$ cat config.mk
export PLATFORM = sky130hd
export DESIGN_NAME = servo_slew_rate_ramp_top
export DESIGN_NICKNAME = d
export VERILOG_FILES = /design/src/rtl/svr_pkg.sv /design/src/rtl/servo_slew_rate_ramp_top.sv
export SDC_FILE = /design/constraint.sdc
export NUM_CORES = 1
export LEC_CHECK = 0
export BUFFER_PORTS_ARGS = -buffer_cell sky130_fd_sc_hd__buf_2
export CAP_MARGIN = 10
export CORE_ASPECT_RATIO = 0.6
export CORE_MARGIN = 2
export CORE_UTILIZATION = 55
export DETAILED_ROUTE_END_ITERATION = 10
export PLACE_DENSITY_LB_ADDON = 0.1
export SLEW_MARGIN = 20
export SYNTH_ARGS = -nofsm -noshare
export SYNTH_HDL_FRONTEND = slang
export SYNTH_SLANG_ARGS = --single-unit
$ cat constraint.sdc
create_clock -name clk_i -period 13.3 [get_ports clk_i]
set_input_delay 1.995 -clock clk_i [delete_from_list [all_inputs] [get_ports clk_i]]
set_output_delay 1.995 -clock clk_i [all_outputs]
set_load 0.02 [all_outputs]
$ cat src/rtl/svr_pkg.sv
// Shared types, codes and constants for the servo slew-rate ramp block.
package svr_pkg;

  localparam int unsigned ANGLE_FRAC_BITS = 4;

  localparam int unsigned NCH = 3;
  localparam int unsigned NDUTY = 4;
  localparam int unsigned TICK_W = 17;
  localparam logic [TICK_W-1:0] TICK_MAX = {TICK_W{1'b1}};

  // angle operand of the duty multiplier
  localparam int unsigned FULL_W = 9 + ANGLE_FRAC_BITS;
  localparam int unsigned MUL_A_W = (FULL_W > 13) ? FULL_W : 13;
  localparam int unsigned PROD_W = 16 + MUL_A_W;

  localparam int unsigned PADDR_W = 5;

  localparam logic [1:0] ACT_TICK   = 2'd0;
  localparam logic [1:0] ACT_TARGET = 2'd1;
  localparam logic [1:0] ACT_ANGLE  = 2'd2;
  localparam logic [1:0] ACT_RAW    = 2'd3;

  localparam logic [1:0] CH_ARM   = 2'd0;
  localparam logic [1:0] CH_WRIST = 2'd1;
  localparam logic [1:0] CH_CAM   = 2'd2;
  localparam logic [1:0] CH_AUX   = 2'd3;

  localparam logic [2:0] REG_ARM_STEP      = 3'd0;
  localparam logic [2:0] REG_ARM_MIN       = 3'd1;
  localparam logic [2:0] REG_ARM_ANGLE_MAX = 3'd2;
  localparam logic [2:0] REG_CAM_STEP      = 3'd3;
  localparam logic [2:0] REG_CAM_MIN       = 3'd4;
  localparam logic [2:0] REG_ARM_INTERVAL  = 3'd5;
  localparam logic [2:0] REG_WRIST_INTERVAL = 3'd6;
  localparam logic [2:0] REG_CAM_INTERVAL  = 3'd7;

  typedef struct packed {
    logic [1:0]         action;
    logic [1:0]         channel;
    logic [12:0]        angle;
    logic signed [15:0] raw_value;
  } in_t;

  typedef struct packed {
    logic [15:0] duty_arm;
    logic [15:0] duty_wrist;
    logic [15:0] duty_cam;
    logic [15:0] duty_aux;
    logic        moving_arm;
    logic        moving_wrist;
    logic        moving_cam;
    logic        settled_arm;
    logic        settled_wrist;
    logic        settled_cam;
  } out_t;

endpackage

$ cat src/rtl/servo_slew_rate_ramp_top.sv
// Servo duty generator with three ramp channels, of which only arm and camera take targets, and one raw-only output.
// Path from input beat to result beat: input register, then result register.
// Throughput: one beat per cycle while the output is not stalled; the channel update and the shared duty multiplier
// sit in one combinational pass between the two registers.
// Reset: asynchronous, active low; all duty, ramp and handshake state clears,
// intervals reset to 10 and the arm full-scale angle to 180.
module servo_slew_rate_ramp_top import svr_pkg::*; (
  input  logic               clk_i,
  input  logic               rst_ni,
  input  logic               in_valid_i,
  output logic               in_stall_o,
  input  in_t                in_data_i,
  output logic               out_valid_o,
  input  logic               out_stall_i,
  output out_t               out_data_o,
  input  logic               psel,
  input  logic               penable,
  input  logic               pwrite,
  input  logic [PADDR_W-1:0] paddr,
  input  logic [31:0]        pwdata,
  output logic [31:0]        prdata,
  output logic               pready
);

  logic [15:0] arm_step_q, arm_min_q, cam_step_q, cam_min_q;
  logic [8:0]  arm_angle_max_q;
  logic [15:0] interval_q [NCH];

  logic              s1_valid_q;
  in_t               s1_q;
  logic              out_valid_q;
  out_t              out_data_q;

  logic [15:0]       cur_q [NCH];
  logic [15:0]       cur_d [NCH];
  logic [15:0]       tgt_q [NCH];
  logic [15:0]       tgt_d [NCH];
  logic [TICK_W-1:0] ticks_q [NCH];
  logic [TICK_W-1:0] ticks_d [NCH];
  logic [NCH-1:0]    mov_q, mov_d;
  logic [15:0]       duty_q [NDUTY];
  logic [15:0]       duty_d [NDUTY];
  logic [NCH-1:0]    settled;

  logic              adv, in_acc, cfg_wr, work;
  logic [2:0]        cfg_idx;
  logic [MUL_A_W-1:0] full_ang, in_ang, arm_a, mul_a;
  logic [15:0]       mul_step, min_sel, conv_duty;
  logic [PROD_W-1:0] prod;
  logic [TICK_W-1:0] tick_inc;
  logic [15:0]       raw_mag;
  out_t              res;

  assign pready  = 1'b1;
  assign cfg_idx = paddr[4:2];
  assign cfg_wr  = psel && penable && pwrite && pready;

  assign adv        = !out_valid_q || !out_stall_i;
  assign in_stall_o = s1_valid_q && !adv;
  assign in_acc     = in_valid_i && !in_stall_o;
  assign work       = s1_valid_q && adv;

  always_comb begin
    case (cfg_idx)
      REG_ARM_STEP:       prdata = {16'd0, arm_step_q};
      REG_ARM_MIN:        prdata = {16'd0, arm_min_q};
      REG_ARM_ANGLE_MAX:  prdata = {23'd0, arm_angle_max_q};
      REG_CAM_STEP:       prdata = {16'd0, cam_step_q};
      REG_CAM_MIN:        prdata = {16'd0, cam_min_q};
      REG_ARM_INTERVAL:   prdata = {16'd0, interval_q[0]};
      REG_WRIST_INTERVAL: prdata = {16'd0, interval_q[1]};
      REG_CAM_INTERVAL:   prdata = {16'd0, interval_q[2]};
      default:            prdata = 32'd0;
    endcase
  end

  // shared angle-to-duty conversion; arm angle is inverted and floors at zero
  always_comb begin
    full_ang  = MUL_A_W'(arm_angle_max_q) << ANGLE_FRAC_BITS;
    in_ang    = MUL_A_W'(s1_q.angle);
    arm_a     = (full_ang > in_ang) ? full_ang - in_ang : '0;
    mul_a     = (s1_q.channel == CH_ARM) ? arm_a : in_ang;
    mul_step  = (s1_q.channel == CH_ARM) ? arm_step_q : cam_step_q;
    min_sel   = (s1_q.channel == CH_ARM) ? arm_min_q : cam_min_q;
    prod      = PROD_W'(mul_step) * PROD_W'(mul_a);
    conv_duty = prod[ANGLE_FRAC_BITS+15:ANGLE_FRAC_BITS] + min_sel;
    raw_mag   = s1_q.raw_value[15] ? 16'(-s1_q.raw_value) : 16'(s1_q.raw_value);
  end

  always_comb begin
    cur_d   = cur_q;
    tgt_d   = tgt_q;
    ticks_d = ticks_q;
    mov_d   = mov_q;
    duty_d  = duty_q;
    settled = '0;
    tick_inc = '0;
    if (work) begin
      case (s1_q.action)
        ACT_TICK: begin
          for (int i = 0; i < NCH; i++) begin
            tick_inc = (ticks_q[i] == TICK_MAX) ? ticks_q[i] : ticks_q[i] + 1'b1;
            ticks_d[i] = tick_inc;
            if (cur_q[i] != tgt_q[i]) begin
              mov_d[i]  = 1'b1;
              duty_d[i] = cur_q[i];
              if (tick_inc > TICK_W'(interval_q[i])) begin
                ticks_d[i] = '0;
                cur_d[i] = (cur_q[i] < tgt_q[i]) ? cur_q[i] + 1'b1 : cur_q[i] - 1'b1;
              end
            end else if (mov_q[i]) begin
              mov_d[i]   = 1'b0;
              settled[i] = 1'b1;
            end
          end
        end
        ACT_TARGET: begin
          if (s1_q.channel == CH_ARM || s1_q.channel == CH_CAM) begin
            tgt_d[s1_q.channel]   = conv_duty;
            ticks_d[s1_q.channel] = '0;
          end
        end
        ACT_ANGLE: begin
          if (s1_q.channel == CH_ARM || s1_q.channel == CH_CAM) begin
            duty_d[s1_q.channel] = conv_duty;
          end else begin
            duty_d[s1_q.channel] = '0;
          end
        end
        ACT_RAW: begin
          duty_d[s1_q.channel] = raw_mag;
        end
        default: begin
        end
      endcase
    end
  end

  always_comb begin
    res.duty_arm      = duty_d[CH_ARM];
    res.duty_wrist    = duty_d[CH_WRIST];
    res.duty_cam      = duty_d[CH_CAM];
    res.duty_aux      = duty_d[CH_AUX];
    res.moving_arm    = mov_d[0];
    res.moving_wrist  = mov_d[1];
    res.moving_cam    = mov_d[2];
    res.settled_arm   = settled[0];
    res.settled_wrist = settled[1];
    res.settled_cam   = settled[2];
  end

  always_ff @(posedge clk_i or negedge rst_ni) begin
    if (!rst_ni) begin
      arm_step_q      <= '0;
      arm_min_q       <= '0;
      arm_angle_max_q <= 9'd180;
      cam_step_q      <= '0;
      cam_min_q       <= '0;
      for (int i = 0; i < NCH; i++) interval_q[i] <= 16'd10;
    end else if (cfg_wr) begin
      case (cfg_idx)
        REG_ARM_STEP:       arm_step_q      <= pwdata[15:0];
        REG_ARM_MIN:        arm_min_q       <= pwdata[15:0];
        REG_ARM_ANGLE_MAX:  arm_angle_max_q <= pwdata[8:0];
        REG_CAM_STEP:       cam_step_q      <= pwdata[15:0];
        REG_CAM_MIN:        cam_min_q       <= pwdata[15:0];
        REG_ARM_INTERVAL:   interval_q[0]   <= pwdata[15:0];
        REG_WRIST_INTERVAL: interval_q[1]   <= pwdata[15:0];
        REG_CAM_INTERVAL:   interval_q[2]   <= pwdata[15:0];
        default: begin
        end
      endcase
    end
  end

  always_ff @(posedge clk_i or negedge rst_ni) begin
    if (!rst_ni) begin
      s1_valid_q  <= 1'b0;
      out_valid_q <= 1'b0;
      mov_q       <= '0;
      for (int i = 0; i < NCH; i++) begin
        cur_q[i]   <= '0;
        tgt_q[i]   <= '0;
        ticks_q[i] <= '0;
      end
      for (int i = 0; i < NDUTY; i++) duty_q[i] <= '0;
    end else begin
      if (in_acc) begin
        s1_valid_q <= 1'b1;
      end else if (adv) begin
        s1_valid_q <= 1'b0;
      end
      if (adv) begin
        out_valid_q <= s1_valid_q;
      end
      cur_q   <= cur_d;
      tgt_q   <= tgt_d;
      ticks_q <= ticks_d;
      mov_q   <= mov_d;
      duty_q  <= duty_d;
    end
  end

  always_ff @(posedge clk_i) begin
    if (in_acc) begin
      s1_q <= in_data_i;
    end
    if (work) begin
      out_data_q <= res;
    end
  end

  assign out_valid_o = out_valid_q;
  assign out_data_o  = out_data_q;

  a_stall_needs_result: assert property (@(posedge clk_i) disable iff (!rst_ni)
    in_stall_o |-> (out_valid_q && out_stall_i && s1_valid_q))
    else $error("input stalled without a held result beat");

  a_settled_not_moving: assert property (@(posedge clk_i) disable iff (!rst_ni)
    (out_valid_q && (out_data_q.settled_arm || out_data_q.settled_cam))
      |-> (!out_data_q.moving_arm || !out_data_q.settled_arm))
    else $error("settled pulse with moving flag still set");

  a_arm_slew: assert property (@(posedge clk_i) disable iff (!rst_ni)
    (work && s1_q.action == ACT_TICK) |=>
      (cur_q[0] == $past(cur_q[0]) || cur_q[0] == $past(cur_q[0]) + 16'd1 ||
       cur_q[0] == $past(cur_q[0]) - 16'd1))
    else $error("arm duty moved more than one count per tick");

  a_ramp_idle: assert property (@(posedge clk_i) disable iff (!rst_ni)
    !work |=> (cur_q[0] == $past(cur_q[0]) && mov_q == $past(mov_q)))
    else $error("ramp state changed without a beat");

endmodule

==> results by group, run 1 <==
Clock network
  – Setup Buffers After CTS: 0
  – Cts hold-fix bufs: 0
  – CTS Sinks: 440
  – Root Buffer: clkbuf_16
  – Clk_lat worst skew: 0.62 ns
  – Worst-path clk slew: 0.06 ns
  – Post-cts sizing count: 0
  – Max H-tree Level: 2
  – Max clock buf depth: 3
  – CTS tree: yes
  – Total clock buffers created by CTS: 43

Synthesis
  – Syn Inst Count: 3152
  – Post-Syn Area: 30100 µm²
  – Main combinational cell family by area after synthesis: adder cells
  – Area share of and/or/nand/nor cells after synthesis: 0.137
  – Top cell type's share of synthesized area: 0.272
  – Post-synthesis adder-cell area fraction: 0.170
  – XOR/XNOR Fraction of Synth Area: 0.0436
  – Syn avg cell area: 9.55 µm²
  – Post-synth EDFFs: 103
  – Number of synthesis warnings: 0
  – Register area share after synthesis: 0.384
  – Seq cells post-synth: 440
  – Asr flop ratio synth: 0.766
  – Area fraction in compound gates after synthesis: 0.141
  – Mux cell area share after synthesis: 0.0633
  – Synth area leaders: dfrtp_1 (27%), edfxtp_1 (10%), ha_1 (8.7%)
  – Distinct cells, synth: 88
  – Top cell type by total area after synthesis: dfrtp_1
  – Top_reg_cell synth: dfrtp_1

Routing
  – DRC: 0
  – Met2 routed WL: 34.9 mm
  – Number of vias per cell: 5.97
  – Final antenna-violating net count: 0
  – First-pass DRT Iterations: 6
  – Routed wire length: 87.0 mm
  – Starting DRC count in detailed routing: 2455
  – Highest metal used: met4
  – Routed wl met3: 9.34 mm
  – Post-route met1 wirelength: 40.8 mm
  – WL per Instance: 21.8 µm
  – DR vias: 23800

STA
  – Fin Setup TNS: 0 ns
  – Unrepaired setup endpoints after global routing: false
  – Final worst-path cycle share: 0.726
  – Worst slew margin: 0.275
  – Max frequency: 103 MHz
  – Worst slew pin tran: 1.09 ns
  – Final setup violating endpoints: 0
  – Max-slew violations: 0
  – Final hold viol count: 0
  – Clock skew: 0.0405 ns
  – Post-route minimum period: 9.66 ns

Floorplanning
  – Die ar.: 56700 µm²
  – Core ar.: 54100 µm²
  – IO Pins: 182
  – Chip width: 306 µm
  – Chip Height: 185 µm
  – Starting density of the core: 0.556
  – Row Count: 66

Global route
  – GRT overflow: 0
  – Global-route wire length before repair: 134 mm
  – Gr usage total: 0.309
  – Largest net degree at the start of global routing: 183
  – Initial antenna violation count: 2
  – Vias in the first global route: 23300

Critical path
  – Worst Setup End Kind: flop
  – Startpoint class of the critical path: flop
  – Top Family by Delay on Critical Path: adder cells
  – CP Depth: 37
  – Worst EP arrival: 9.99 ns
  – Slowest cell on crit path: xnor3_1
  – Critical path data required time: 13.63 ns
  – CP max FO: 16
  – Setup CP Type: flop to flop
  – Reg2Reg Depth: 37
  – Buf+Inv Stages, Crit Path: 6
  – R2R Setup Slk: 3.64 ns
  – Worst stage delay on the critical path: 0.60 ns

Layout
  – Post-route cell area: 32900 µm²
  – Layout cell share with drive strength beyond 1: 0.131
  – Layout Nets: 3653
  – Syn-to-layout area delta: 9.41%
  – Commonest non-fill, non-tap cell in the layout: nand2_1
  – Most frequent cells in the layout: nand2_1 (398), dfrtp_1 (327), inv_1 (324), o21ai_0 (241), nor2_1 (214)

Power and ir drop
  – Worst vdd ir: 0.459 mV
  – Clock power share: 0.187
  – Combinational power share: 0.545
  – Switching Share: 0.458
  – Int Pwr: 3.62 mW
  – Leakage: 15.6 nW
  – Sw Pwr: 3.07 mW
  – Register share of total power: 0.268
  – Pwr dens: 203 nW/µm²

Place
  – Post-DP HPWL: 65.3 mm
  – Post-DP Area: 31500 µm²
  – Port Buf Inserts: 146
  – GP Congestion: 0.940

Run
  – Max cap viols: 0

Worst hold path
  – Worst Hold Depth: 0
  – Hold crit path type: flop to flop

Outcome
  – Outcome: finished clean
## cell type report
class	count	area, µm²
clock buffers	59	1240
clock inverters	21	188
repair buffers	179	1020
flip-flops and latches	440	11500
well taps	714	893
multi-input cells	2253	16800
fillers	4544	21200
diodes	2	5.00
inverters	325	1220
## registers in the layout, indices dropped and copies added, names as in the netlist
signal / count
s1_valid_q: 1
duty_q: 64
ticks_q: 51
tgt_q: 48
out_data_o: 70
in_ang: 13
cur_q: 48
cam_min_q: 16
mov_q: 3
s1_q: 20
interval_q: 48
arm_min_q: 16
arm_step_q: 16
out_valid_o: 1
cam_step_q: 16
arm_angle_max_q: 9
## final timing paths
| kind | start | end |
|---|---|---|
| setup / recovery | arm_angle_max_q[2]$_DFFE_PN1P_ | out_data_o[37]$_DFFE_PP_ |
| hold / removal | tgt_q[28]$_DFFE_PN0P_ | tgt_q[28]$_DFFE_PN0P_ |
| setup reg to reg | arm_angle_max_q[2]$_DFFE_PN1P_ | out_data_o[37]$_DFFE_PP_ |
| hold reg to reg | tgt_q[28]$_DFFE_PN0P_ | tgt_q[28]$_DFFE_PN0P_ |
| max in group asynchronous | rst_ni | duty_q[37]$_DFF_PN0_ |
| min in group asynchronous | rst_ni | cam_step_q[1]$_DFFE_PN0P_ |
## stage by stage
step	cells	power [mW]	setup WS, ns	utilization	hold slack, ns
3_3_place_gp	3910	5.28	3.89	0.582	0.366
5_1_grt	3991	7.14	2.97	0.608	0.390
6_report	3993	6.69	3.64	0.609	0.375
4_1_cts	3990	6.65	3.74	0.608	0.380
2_1_floorplan	3167	4.18	4.63	-	0.429
3_5_place_dp	3910	5.37	3.81	0.582	0.366
## worst register-to-register path: cells and delay by family, from the launching register on
| kind | cells | cell delay (ns) |
|---|---|---|
| AOI/OAI and AO/OA | 14 | 3.05 |
| xor gates and xnor gates | 3 | 0.97 |
| buffers and inverters | 6 | 0.56 |
| and+or+nand+nor | 6 | 0.69 |
| DFF | 1 | 0.57 |
| adders and majority gates | 8 | 3.52 |
## power groups by stage
stage	sequential [mW]	combinational, mW	clock, mW
after floorplan	1.79	2.40	0
after global placement	1.80	3.48	0
after detailed placement	1.81	3.56	0
after CTS	1.79	3.59	1.27
after global routing	1.81	4.00	1.33
final	1.79	3.64	1.25
## Yosys cell counts (10+ instances only)
master    instances
fa_1            124
mux2_2          122
ha_1            210
o31ai_1          25
o21bai_1         20
a22oi_1          19
a32o_1           11
and2_1           27
nor4_1           10
edfxtp_1        103
nand4_1          29
o21ai_0         241
mux2i_1          44
nand3_1          48
inv_1           325
a221oi_1         12
xnor2_1          83
a211oi_1         13
nand2_1         398
a31oi_1          34
a21o_1           33
and3_1           28
nor3_1           28
a22o_1           10
buf_4            17
clkbuf_1        118
nand3b_1         10
buf_1            12
dfstp_2          10
or3_1            17
a21oi_1         154
nand2b_1         35
nor2b_1          22
o21a_1           26
nor2_1          219
xor2_1           58
dfrtp_1         327
or2_2            14
o22ai_1          12
## layer usage
metal  GRT usage  up-vias
met5           0        -
met4      0.0765        0
met3       0.102      119
met2       0.426      954
met1       0.464    11800
li1            -    11000
## cell families after synthesis
kind of cell | count (synthesis)
adders and majority gates | 334
xor gates and xnor gates | 145
and+or+nand+nor | 908
DFF | 440
AOI/OAI and AO/OA | 679
buffers and inverters | 474
muxes | 170
other | 2
No activity file was read; power rests on OpenSTA's default activity.
==> run 2, diff against run 1 <==
clock period = 8.7 ns   (was 13.3 ns; I/O delays follow)
==> results by group, run 2 (synthesis results as in run 1) <==
Clock network
  – Clk_lat worst skew: 0.59 ns (was 0.62 ns)
  – CTS Sinks: 440 (unchanged)
  – CTS tree: yes (unchanged)
  – Worst-path clk slew: 0.08 ns (was 0.06 ns)
  – Total clock buffers created by CTS: 43 (unchanged)
  – Max clock buf depth: 3 (unchanged)
  – Root Buffer: clkbuf_16 (unchanged)
  – Max H-tree Level: 2 (unchanged)
  – Cts hold-fix bufs: 0 (unchanged)

Layout
  – Layout Nets: 3807 (was 3653)
  – Commonest non-fill, non-tap cell in the layout: nand2_1 (unchanged)
  – Syn-to-layout area delta: 15.0% (was 9.41%)
  – Cell Count, Final, Fillers Out: 4145 (was 3993)
  – Max reg flops: 70 (unchanged)
  – N_diodes: 0 (was 2)
  – Most frequent cells in the layout: nand2_1 (397), dfrtp_1 (327), inv_1 (319), o21ai_0 (231), nor2_1 (201) (was nand2_1 (398), dfrtp_1 (327), inv_1 (324), o21ai_0 (241), nor2_1 (214))
  – Fillers: 4420 (was 4544)
  – Layout cell share with drive strength beyond 1: 0.189 (was 0.131)
  – Post-route cell area: 34600 µm² (was 32900 µm²)

Routing
  – Starting DRC count in detailed routing: 2318 (was 2455)
  – DR vias: 24800 (was 23800)
  – WL per Instance: 22.1 µm (was 21.8 µm)
  – Routed wire length: 91.7 mm (was 87.0 mm)
  – DRC: 0 (unchanged)
  – Final antenna-violating net count: 0 (unchanged)
  – Number of vias per cell: 5.97 (about the same)
  – First-pass DRT Iterations: 6 (unchanged)

Power and ir drop
  – Clock power share: 0.160 (was 0.187)
  – Power Total: 12.2 mW (was 6.69 mW)
  – Pwr dens: 354 nW/µm² (was 203 nW/µm²)
  – Worst vdd ir: 0.564 mV (was 0.459 mV)
  – Leakage: 16.4 nW (was 15.6 nW)
  – Combinational power share: 0.615 (was 0.545)
  – Int Pwr: 6.98 mW (was 3.62 mW)
  – Switching Share: 0.429 (was 0.458)
  – Sw Pwr: 5.25 mW (was 3.07 mW)
  – Register share of total power: 0.225 (was 0.268)

STA
  – Worst slew pin tran: 1.14 ns (was 1.09 ns)
  – Post-route minimum period: 8.46 ns (was 9.66 ns)
  – Worst slew margin: 0.236 (was 0.275)
  – Clock skew: 0.0398 ns (was 0.0405 ns)
  – Final worst-path cycle share: 0.972 (was 0.726)
  – Worst setup margin: 0.241 ns (was 3.64 ns)
  – Max-slew violations: 0 (unchanged)
  – Max frequency: 118 MHz (was 103 MHz)
  – Fin Hold WS: 0.375 ns (about the same)
  – Final setup violating endpoints: 0 (unchanged)
  – Final hold viol count: 0 (unchanged)

Critical path
  – Startpoint class of the critical path: flop (unchanged)
  – Critical path data required time: 9.02 ns (was 13.63 ns)
  – Worst Setup End Kind: flop (unchanged)
  – Worst EP arrival: 8.78 ns (was 9.99 ns)
  – Worst stage delay on the critical path: 0.57 ns (was 0.60 ns)
  – Setup CP Type: flop to flop (unchanged)
  – Slowest cell on crit path: dfstp_2 (was xnor3_1)
  – CP max FO: 8 (was 16)
  – CP dominant cell by count: fa_1

Global route
  – Global-route wire length before repair: 141 mm (was 134 mm)
  – Largest net degree at the start of global routing: 164 (was 183)
  – GRT overflow: 0 (unchanged)
  – Vias in the first global route: 24300 (was 23300)
  – Initial antenna violation count: 2 (unchanged)
  – Gr usage total: 0.324 (was 0.309)

Place
  – Dpl cells: 4055 (was 3910)
  – GP Congestion: 0.942 (was 0.940)
  – Post-DP HPWL: 69.4 mm (was 65.3 mm)
  – Pre-CTS WS: -0.339 ns (was 3.81 ns)
  – Post-DP Area: 32600 µm² (was 31500 µm²)
  – Port Buf Inserts: 146 (unchanged)

Run
  – Max cap viols: 0 (unchanged)

Worst hold path
  – Hold crit path type: flop to flop (unchanged)

Floorplanning
  – Core ar.: 54100 µm² (unchanged)
  – IO Pins: 182 (unchanged)
  – Die ar.: 56700 µm² (unchanged)
  – Starting density of the core: 0.556 (unchanged)
  – Chip Height: 185 µm (unchanged)
  – Chip width: 306 µm (unchanged)
  – Row Count: 66 (unchanged)

Outcome
  – Outcome: finished clean (unchanged)
## run 2: cell types whose count changed in the layout (fill, tap and decap cells not counted), sizes merged
cell,delta
clkinv,-5
clkbuf,+6
bufinv,+2
diode,-2
clkinvlp,-1
buf,+154
inv,-2
## run 2: worst max-delay path, delay by kind of cell (launching register included)
family                     cells  cell delay [ns]
xor gates and xnor gates       3             0.74
and+or+nand+nor                5             0.87
AOI/OAI and AO/OA             10             1.72
adders and majority gates      8             3.34
DFF                            1             0.57
buffers and inverters          9             0.94
## run 2: power by group through the flow
stage | clock network, mW | registers (mW) | logic (mW)
2_1_floorplan | 0 | 2.73 | 3.66
3_3_place_gp | 0 | 2.76 | 6.45
3_5_place_dp | 0 | 2.77 | 6.60
4_1_cts | 1.98 | 2.73 | 6.68
5_1_grt | 2.07 | 2.78 | 8.15
6_report | 1.96 | 2.75 | 7.52
## run 2: metal layers
metal	track usage	routed length, µm
met2	0.462	38100
met4	0.0690	1810
met3	0.0771	9120
met5	0	0
met1	0.497	42700
## run 2: repair_timing
action	in CTS	in global routing
cloned	0	1
setup buffers	0	11
pin swaps	2	57
setup endpoints to repair	16	40
resized for setup	11	90
## run 2: worst paths after layout
check / start / slack [ns] / endpoint / cells after the start
min: tgt_q[26]$_DFFE_PN0P_ / 0.37 / tgt_q[26]$_DFFE_PN0P_ / 0
max in group asynchronous: rst_ni / 6.44 / interval_q[12]$_DFFE_PN0P_ / 2
max: arm_angle_max_q[2]$_DFFE_PN1P_ / 0.24 / out_data_o[37]$_DFFE_PP_ / 35
max reg2reg: arm_angle_max_q[2]$_DFFE_PN1P_ / 0.24 / out_data_o[37]$_DFFE_PP_ / 35
min in group asynchronous: rst_ni / 0.78 / arm_angle_max_q[0]$_DFFE_PN0P_ / 1
min reg2reg: tgt_q[26]$_DFFE_PN0P_ / 0.37 / tgt_q[26]$_DFFE_PN0P_ / 0
## run 2: per-stage QoR
stage           util  TNS [ns]
6_report       0.639         0
5_1_grt        0.639    -0.184
4_1_cts        0.630   -0.0828
3_5_place_dp   0.602     -2.17
3_3_place_gp   0.602    -0.487
2_1_floorplan      -         0
## run 2: area by class of cell
cell class | instances | area [µm²] | share of cell area
tap | 714 | 893 | 0.0258
timing repair buffer | 333 | 2210 | 0.0639
multi-input combinational | 2253 | 17300 | 0.499
sequential | 440 | 11500 | 0.334
inverter | 325 | 1220 | 0.0353
clock buffer | 65 | 1260 | 0.0364
clock inverter | 15 | 188 | 0.00543
